`config.mk`:
```
export PLATFORM = sky130hd
export DESIGN_NAME = mqs_front
export DESIGN_NICKNAME = d
export VERILOG_FILES = /design/src/multilevel_queue_scheduler_assert.svh /design/src/mqs_pkg.sv /design/src/mqs_front.sv
export SDC_FILE = /design/constraint.sdc
export NUM_CORES = 1
export LEC_CHECK = 0
export ABC_AREA = 1
export BUFFER_PORTS_ARGS = -buffer_cell sky130_fd_sc_hd__buf_2
export CAP_MARGIN = 20
export CORE_MARGIN = 2
export CORE_UTILIZATION = 35
export CTS_BUF_LIST = sky130_fd_sc_hd__clkbuf_16
export DETAILED_ROUTE_END_ITERATION = 12
export GPL_ROUTABILITY_DRIVEN = 0
export PLACE_DENSITY = 0.63
export SYNTH_ARGS = -nofsm -noshare
export SYNTH_HDL_FRONTEND = slang
export SYNTH_SLANG_ARGS = --single-unit
```
`constraint.sdc`:
```
create_clock -name clk -period 4.6 [get_ports clk]
set_input_delay 0.23 -clock clk [delete_from_list [all_inputs] [get_ports clk]]
set_output_delay 0.23 -clock clk [all_outputs]
set_load 0.02 [all_outputs]
```
`src/multilevel_queue_scheduler_assert.svh`:
```
// assertion macros for the multilevel queue scheduler
`ifndef MULTILEVEL_QUEUE_SCHEDULER_ASSERT_SVH
`define MULTILEVEL_QUEUE_SCHEDULER_ASSERT_SVH
`ifndef SYNTHESIS
`define MQS_ASSERT(label, clk, rst, prop) \
  label: assert property (@(posedge clk) disable iff (rst) prop) else $error("%m failed");
`define MQS_ASSERT_R(label, clk, prop) \
  label: assert property (@(posedge clk) prop) else $error("%m failed");
`else
`define MQS_ASSERT(label, clk, rst, prop)
`define MQS_ASSERT_R(label, clk, prop)
`endif
`endif

```
`src/mqs_pkg.sv`:
```
// shared types and constants of the multilevel queue scheduler
package mqs_pkg;
  localparam int QUEUE_DEPTH_DEF = 128;
  localparam int NUM_LEVELS      = 4;
  localparam int ID_W            = 8;
  localparam int LVL_W           = 3;
  localparam int TIME_W          = 16;
  localparam int TICK_W          = 4;
  localparam int KIND_W          = 3;
  localparam int CFG_IDX_W       = 4;

  localparam logic [KIND_W-1:0] KIND_ADDED     = 3'd0;
  localparam logic [KIND_W-1:0] KIND_REJECTED  = 3'd1;
  localparam logic [KIND_W-1:0] KIND_PARTIAL   = 3'd2;
  localparam logic [KIND_W-1:0] KIND_DONE      = 3'd3;
  localparam logic [KIND_W-1:0] KIND_ROUND_END = 3'd4;

  localparam logic [CFG_IDX_W-1:0] CFG_QUANTUM = 4'd0;
  localparam logic [CFG_IDX_W-1:0] CFG_BUDGET  = 4'd1;

  localparam logic OP_ADD = 1'b0;
  localparam logic OP_RUN = 1'b1;

  localparam logic [TICK_W-1:0] QUANTUM_RST = 4'd4;
  localparam logic [TICK_W-1:0] BUDGET_RST  = 4'd15;

  typedef struct packed {
    logic              opcode;
    logic              bad;     // level out of range or zero burst
    logic [ID_W-1:0]   job_id;
    logic [LVL_W-1:0]  level;
    logic [TIME_W-1:0] burst;
  } cmd_t;
endpackage

```
`src/mqs_front.sv`:
```
// front end: takes input transfers, classifies them and queues commands
module mqs_front (
  input  logic                clk,
  input  logic                rst,
  input  logic                s_tvalid,
  output logic                s_tready,
  input  logic [31:0]         s_tdata,
  input  logic                s_tuser,
  output logic                cmd_valid,
  input  logic                cmd_ready,
  output mqs_pkg::cmd_t       cmd
);
  mqs_pkg::cmd_t ent [2];
  logic       wptr, rptr;
  logic [1:0] fill;
  mqs_pkg::cmd_t in_cmd;
  logic push, pop;

  always_comb begin
    in_cmd.opcode = s_tuser;
    in_cmd.job_id = s_tdata[7:0];
    in_cmd.level  = s_tdata[10:8];
    in_cmd.burst  = s_tdata[26:11];
    in_cmd.bad    = (s_tdata[10:8] > 3'd3) || (s_tdata[26:11] == 16'd0);
  end

  assign s_tready  = (fill != 2'd2);
  assign cmd_valid = (fill != 2'd0);
  assign cmd       = ent[rptr];
  assign push      = s_tvalid && s_tready;
  assign pop       = cmd_valid && cmd_ready;

  always_ff @(posedge clk) begin
    if (push) ent[wptr] <= in_cmd;
    if (rst) begin
      wptr <= 1'b0;
      rptr <= 1'b0;
      fill <= 2'd0;
    end else begin
      if (push) wptr <= ~wptr;
      if (pop)  rptr <= ~rptr;
      fill <= fill + {1'b0, push} - {1'b0, pop};
    end
  end
endmodule

```
# == Word-level counts from Yosys, hierarchy flattened ==
# Memory sizes are Yosys's and may differ from the RTL's. A register that Yosys moved wholly into a read port is not among the register bits.
# Cells that the tools add are included.
# op_classes
n_bitwise,2
magnitude_cmp,1
n_eq_ne,1
n_addsub,2
reduce_logical,5
mux,4
# ops
op,count
$logic_not A16 Y1,1
$mux W1,4
$gt A3 B2 Y1 const B,1
$add A2 B1 Y2,1
$logic_and A1 B1 Y1,2
$ne A2 B2 Y1 const B,1
$not A1 Y1,2
$reduce_bool A2 Y1,1
$sub A2 B1 Y2,1
$logic_or A1 B1 Y1,1
# word_totals
ff_bits,4
input_bits,37
output_inout_bits,31
ramBits,58
word_cells,19
mem_count,1
# mem_list
name,words,width,rd,rd_ports_with_merged_regs,write_ports,line_no,rtl
ent,2,29,1,1,1,mqs_front.sv:13,mqs_pkg::cmd_t ent [2];

# == Longest topological paths before layout ==
# Gate-level depths: netlist of the first run.
# logic_depth
depth_word,4
mapped_depth,11
ltp_nobuf,11

# == Worst setup path before layout of the first run ==
# OpenSTA, ideal clock, no wires.
# synth_path
path_type,reg2reg
from,register fill[0]
to,"memory ent[1][0] (netlist bit), enable pin"
stages_incl_launch_ff,5
path_slack_ns,2.207
arrival_ns,1.976
setup_time_ns,0.416
required_ns,4.184
cell_sequence,dfxtp_1 inv_1 nand2_1 nand2_2 nor2_1
# synth_via
elab_chain_cells,4
# synth_lines
item,line_no,rtl
"start, declared",mqs_front.sv:15,logic [1:0] fill;
"start signal, assigned",mqs_front.sv:42,"fill <= fill + {1'b0, push} - {1'b0, pop};"
$ne A2 B2 Y1,mqs_front.sv:27,assign s_tready = (fill != 2'd2);
named net s_tready,mqs_front.sv:6,"output logic s_tready,"
$logic_and A1 B1 Y1,mqs_front.sv:30,assign push = s_tvalid && s_tready;
$mux W1,mqs_front.sv:34,if (push) ent[wptr] <= in_cmd;
$mux W1 (not written as such),mqs_front.sv:34,
"end, declared",mqs_front.sv:13,
# The timed path passes the listed nets, and every way through them passes these cells.

==> results of run 1 <==
==> worst max-delay path, delay by kind of cell (launching register included) <==
kind / cells / cell delay [ns]
flops: 1 / 0.57
buf+inv: 2 / 0.57
mux: 1 / 0.39
==> sequential cells by signal (all words and copies together) (netlist names), named ones only <==
| signal | count |
|---|---|
| ent | 58 |
| rptr | 1 |
| fill | 2 |
| wptr | 1 |
==> kinds of logic (layout without fill, tap and decap cells) <==
group                    count (synthesis)  count (layout)  share of synthesized area
AND/OR/NAND/NOR                         35              35                     0.0570
AO/OA/AOI/OAI                            2               2                    0.00411
flip-flops                              63              63                      0.756
XOR/XNOR                                 1               1                    0.00359
adder cells (fa/ha/maj)                  1               1                    0.00513
buffers and inverters                   12              88                     0.0252
multiplexers                            29              29                      0.149
==> final timing paths <==
kind              cells past startpoint  slack (ns)    endpoint
hold / removal                        1        0.10  ent[1][17]
setup reg to reg                      4        2.85   ent[0][0]
hold reg to reg                       2        0.50    register
setup / recovery                      3        2.51      cmd[6]
==> final cells by class <==
cell class	count	area [sq um]
Clock inverter	7	78.8
Fill cell	609	3610
Tap cell	80	100
Inverter	9	33.8
Clock buffer	9	225
Timing Repair Buffer	63	318
Sequential cell	63	1840
Multi-Input combinational cell	68	549
==> stage by stage <==
| stage | cell area [sq um] | worst slack (ns) | util |
|---|---|---|---|
| final | 3150 | 2.51 | 0.466 |
| after floorplan | 2440 | 2.21 | - |
| after global placement | 2840 | 2.81 | 0.421 |
| after global routing | 3150 | 2.41 | 0.466 |
| after detailed placement | 2840 | 2.80 | 0.421 |
| after CTS | 3150 | 2.45 | 0.466 |
==> routing by layer <==
metal | global-route usage | up-vias
li1 | - | 665
met1 | 0.135 | 676
met2 | 0.190 | 46
met3 | 0.0398 | 5
met4 | 0.0587 | 0
met5 | 0 | -
==> power groups by stage <==
stage,Sequential (mW),Combinational (mW),Clock [mW]
2_1_floorplan,0.763,0.360,0
3_3_place_gp,0.773,0.484,0
3_5_place_dp,0.780,0.488,0
4_1_cts,0.768,0.489,0.695
5_1_grt,0.776,0.520,0.724
6_report,0.766,0.478,0.683
==> synth_stat cells, types with 2 or more instances <==
master	number	area, sq um
sky130_fd_sc_hd__edfxtp_1	58	1740
sky130_fd_sc_hd__mux2_2	19	214
sky130_fd_sc_hd__nor2_1	18	67.6
sky130_fd_sc_hd__nand2_1	13	48.8
sky130_fd_sc_hd__mux2_4	10	150
sky130_fd_sc_hd__inv_1	9	33.8
sky130_fd_sc_hd__dfxtp_1	5	100
sky130_fd_sc_hd__a21oi_1	2	10.0
sky130_fd_sc_hd__buf_6	2	22.5
==> flow_summary.ini, run 1 <==
[floorplan]
core_area_sq_mm = 0.00676
floorplan.die_area_sq_mm = 0.00765
io_pins = 68
chipHeight_microns = 87.5
floorplan.rows = 30
floorplan.die.width_microns = 87.5
initial_core_util = 0.361

[min_path]
holdCritPathClass = primary input to register
holdCritStartpoint = s_tdata[9]

[clock_tree]
worst_skew_pair.late_latency_ns = 0.31
cts-hold-fix-buffers = 0
clock_tree_from_tritoncts = yes
cts_made_buffers = 9
numClockSinks = 63
buffers_inserted_by_post_cts_timing_repair = 0
h-tree-depth = 3
cts-resized-gates = 0
cts_max_path_buffers = 2
cts_root_buffer = sky130_fd_sc_hd__clkbuf_16
clkSlewWorstSetupHoldPaths_ns = 0.05

[pwr]
totalPowerFinal_mw = 1.93
internal_power_mw = 1.39
seqPwrFrac = 0.398
share_clk_of_total_power = 0.354
cellPowerDensity_mw_per_mm2 = 613
total_leakage_power_nw = 1.24
comb_power_share = 0.248
ir_drop_mv = 0.303
power.switching_mw = 0.539
swShare = 0.280

[sta]
totalNegativeSetupSlack_ns = 0
worst_clock_skew_ns = 0.00286
finalCriticalPeriod_ns = 2.09
hold_worst_slack_ns = 0.103
relSlewSlack = 0.395
unrepaired_setup_endpoints_after_global_routing = no
report.final.slew_viol_count = 0
layout_worst_path_cycle_share = 0.455
final_hold_viol_count = 0
worst_pin_slew_ns = 0.905
max_freq_mhz = 478
final-setup-viol-count = 0

[worst_setup_path]
cpPeakStageDelay_ns = 0.57
path_cells = buf_4 > mux2_2 > buf_2
critical_path_arrival_ns = 1.86
worstSetupPathType = register to primary output
regToRegStartpoint = fill[0]
timing.critical_path.slowest_stage_cell = sky130_fd_sc_hd__dfxtp_1
timing.critical_path.to_type = primary output
worst-path-max-fanout = 21
startpoint_class = register
required_ns = 4.37

[synthesis]
avg_inst_size_synth_sq_um = 17.0
ys_warn_count = 0
ys_seq_area_frac = 0.756
synthesized_flop_and_latch_total = 63
syn-cell-area_sq_mm = 0.00244
netlist_instances = 143
async_flop_share = 0
syn-num-nets = 181
synth_enable_flop_cells = 58
main_synth_ff_type = sky130_fd_sc_hd__edfxtp_1
yosysUniqueCellTypes = 16

[cells_and_area]
final_common_cell = sky130_fd_sc_hd__buf_2
num_antenna_cells = 0
num-nets-final = 252
syn2layout_area_growth_pct = 29.1
drive_above_1_share = 0.489
post_layout_nonfiller_instances = 299
commonest_cells_after_routing_fill_and_taps_aside = 62 x sky130_fd_sc_hd__buf_2, 58 x sky130_fd_sc_hd__edfxtp_1, 19 x sky130_fd_sc_hd__mux2_2

[flow_run]
max_cap_viol_count = 0

[routing]
routed-via-count = 1392
number_of_search_and_repair_iterations_in_the_first_detailed_routing_pass = 4
routedWlPerCell_microns = 14.0
highest-signal-layer = met4
drc_errors = 0
met2WireLength_microns = 2170
routed-wl-met3_microns = 219
detail_route.iter0.violations = 26
post_drt_via_cell_ratio = 4.66
wl_met1_microns = 1760
finalWirelength_microns = 4180
drtAntennaViolNets = 0

[status]
status = complete, no violations

[global_route]
grt_antenna_before_repair = 0
grt-ovfl-total = 0
global_route_wire_length_before_repair_microns = 6470
grt.total_usage = 0.116
grt_start_max_net_pins = 31
via_count_of_the_first_global_routing_pass = 1393

[place]
port_buffers = 62
place.detailed.instances = 283
place_hpwl_microns = 2750
Note: power is estimated with default switching activity, not from simulation.
==> inputs of run 2 (changes only) <==
--- a/config.mk
+++ b/config.mk
@@ -13,7 +13,7 @@
 export CTS_BUF_LIST = sky130_fd_sc_hd__clkbuf_16
 export DETAILED_ROUTE_END_ITERATION = 12
 export GPL_ROUTABILITY_DRIVEN = 0
-export PLACE_DENSITY = 0.63
+export PLACE_DENSITY = 0.65
 export SYNTH_ARGS = -nofsm -noshare
 export SYNTH_HDL_FRONTEND = slang
 export SYNTH_SLANG_ARGS = --single-unit
==> constraint.sdc (replaced) <==
create_clock -name clk -period 1.9 [get_ports clk]
set_input_delay 0.095 -clock clk [delete_from_list [all_inputs] [get_ports clk]]
set_output_delay 0.095 -clock clk [all_outputs]
set_load 0.02 [all_outputs]
==> run 2 against run 1 <==
Against the previous run:
- clock skew rose by 0.0011 ns
- setup slack got worse by 2.2 ns
- die area did not move
- sequential cell count did not move
- non-clock buffer count rose by 34
- sequential power rose by 140%
- hold slack got worse by 0.0067 ns
- largest power group unchanged
- global-route usage rose by 1.0 points
- core utilization rose by 4.1 points
- clock power rose by 100%
- sequential share of layout area fell by 4.7 points
- highest routed layer unchanged
- final cell count rose by 11%
==> flow_summary.ini, run 2 (synthesis gave the netlist of run 1 again) <==
[pwr]
cellPowerDensity_mw_per_mm2 = 1310
seqPwrFrac = 0.410
comb_power_share = 0.283
ir_drop_mv = 0.701
share_clk_of_total_power = 0.308
power.switching_mw = 1.31
internal_power_mw = 3.16
total_leakage_power_nw = 1.36
swShare = 0.293

[worst_setup_path]
worstSetupPathType = register to primary output
worst_r2r_path_cells = 11
startpoint_class = register
worstSetupEndpoint = cmd[10]
ff2ff_setup_slack_ns = 0.42
regToRegStartpoint = fill[0]
r2r-end = fill[1]
critical_path_arrival_ns = 1.50
timing.critical_path.to_type = primary output
required_ns = 1.80
worst-path-max-fanout = 19

[routing]
drtAntennaViolNets = 0
finalWirelength_microns = 4530
post_drt_via_cell_ratio = 4.43
routedWlPerCell_microns = 13.7
routed-via-count = 1466
number_of_search_and_repair_iterations_in_the_first_detailed_routing_pass = 4
drc_errors = 0
detail_route.iter0.violations = 30

[clock_tree]
clock_tree_from_tritoncts = yes
cts_max_path_buffers = 2
cts_made_buffers = 9
numClockSinks = 63
worst_skew_pair.late_latency_ns = 0.32
cts_root_buffer = sky130_fd_sc_hd__clkbuf_16
h-tree-depth = 3
clkSlewWorstSetupHoldPaths_ns = 0.05
buffers_inserted_by_post_cts_timing_repair = 0

[cells_and_area]
commonest_cells_after_routing_fill_and_taps_aside = 62 x sky130_fd_sc_hd__buf_2, 58 x sky130_fd_sc_hd__edfxtp_1, 29 x sky130_fd_sc_hd__dlygate4sd3_1
registers.top_by_ff_count = ent
largest_register_ffs = 58
final_common_cell = sky130_fd_sc_hd__buf_2
drive_above_1_share = 0.458
design_area_sq_mm = 0.00342
num-nets-final = 286
biggestRegsByFlops = ent: 58 flops, fill: 2 flops
syn2layout_area_growth_pct = 40.5
num_antenna_cells = 0

[floorplan]
chipHeight_microns = 87.5
initial_core_util = 0.361
floorplan.rows = 30
floorplan.die.width_microns = 87.5
core_area_sq_mm = 0.00676
io_pins = 68
floorplan.die_area_sq_mm = 0.00765

[place]
place_hpwl_microns = 3040
port_buffers = 62
place_area_sq_mm = 0.00288

[status]
status = complete, no violations

[min_path]
holdCritPathClass = primary input to register

[flow_run]
max_cap_viol_count = 0

[sta]
unrepaired_setup_endpoints_after_global_routing = no
report.final.slew_viol_count = 0
max_freq_mhz = 629
worst_clock_skew_ns = 0.00396
final_hold_viol_count = 0
final-setup-viol-count = 0
worst_pin_slew_ns = 0.319
layout_worst_path_cycle_share = 0.837
relSlewSlack = 0.787
finalCriticalPeriod_ns = 1.59
totalNegativeSetupSlack_ns = 0

[global_route]
grt_start_max_net_pins = 20
via_count_of_the_first_global_routing_pass = 1526
grt-ovfl-total = 0
grt_antenna_before_repair = 0
grt.total_usage = 0.126
global_route_wire_length_before_repair_microns = 6990
run 2: cell types whose count changed in the layout (fill, tap and decap cells not counted), sizes merged:
cell | before | now
clkinvlp | 0 | 1
inv | 10 | 9
bufinv | 2 | 0
dlygate4sd3 | 0 | 29
buf | 63 | 68
run 2: power by group through the flow:
stage / Combinational, mW / Clock (mW) / Sequential, mW
6_report: 1.26 / 1.37 / 1.83
5_1_grt: 1.38 / 1.48 / 1.85
4_1_cts: 1.29 / 1.41 / 1.83
3_5_place_dp: 1.24 / 0 / 1.86
3_3_place_gp: 1.22 / 0 / 1.85
2_1_floorplan: 0.885 / 0 / 1.84
run 2: cell type report:
| cell class | count | area (sq um) |
|---|---|---|
| Clock buffer | 9 | 225 |
| Sequential cell | 63 | 1840 |
| Timing Repair Buffer | 97 | 646 |
| Multi-Input combinational cell | 68 | 549 |
| Inverter | 9 | 33.8 |
| Clock inverter | 5 | 27.5 |
| Tap cell | 80 | 100 |
| Fill cell | 596 | 3330 |
run 2: layer usage:
metal | vias to the layer above | share of wire | track usage
li1 | 728 | - | -
met1 | 688 | 0.41 | 0.145
met2 | 43 | 0.53 | 0.216
met3 | 7 | 0.045 | 0.0322
met4 | 0 | 0.016 | 0.0671
met5 | - | 0 | 0
run 2: how the worst min path moves through the flow:
stage	start	slack, ns	depth (start not counted)	to
floorplan	rst	0.17	1	fill[0]
global placement	s_tdata[7]	0.28	1	ent[1][26]
detailed placement	s_tdata[8]	0.29	1	ent[0][16]
CTS	s_tvalid	0.09	3	wptr
global route	s_tvalid	0.17	3	wptr
finish	s_tvalid	0.1	3	wptr
run 2: through the flow:
stage	hold slack (ns)	setup WS, ns	cells	util	power (mW)
5_1_grt	0.173	0.218	331	0.507	4.70
2_1_floorplan	0.166	0.292	143	-	2.73
4_1_cts	0.0922	0.273	331	0.507	4.54
6_report	0.0961	0.310	331	0.507	4.47
3_3_place_gp	0.285	0.496	288	0.426	3.07
3_5_place_dp	0.291	0.417	288	0.426	3.10
run 2: timing repair:
item | CTS | global route
endpoints found under the hold margin | 58 | 0
hold buffers | 29 | 0
gates resized for setup | 0 | 0
run 2: critical path, cell delays in order (launching register included):
cell,delay (ns)
sky130_fd_sc_hd__dfxtp_1,0.32
sky130_fd_sc_hd__buf_4,0.31
sky130_fd_sc_hd__mux2_2,0.38
sky130_fd_sc_hd__buf_2,0.16
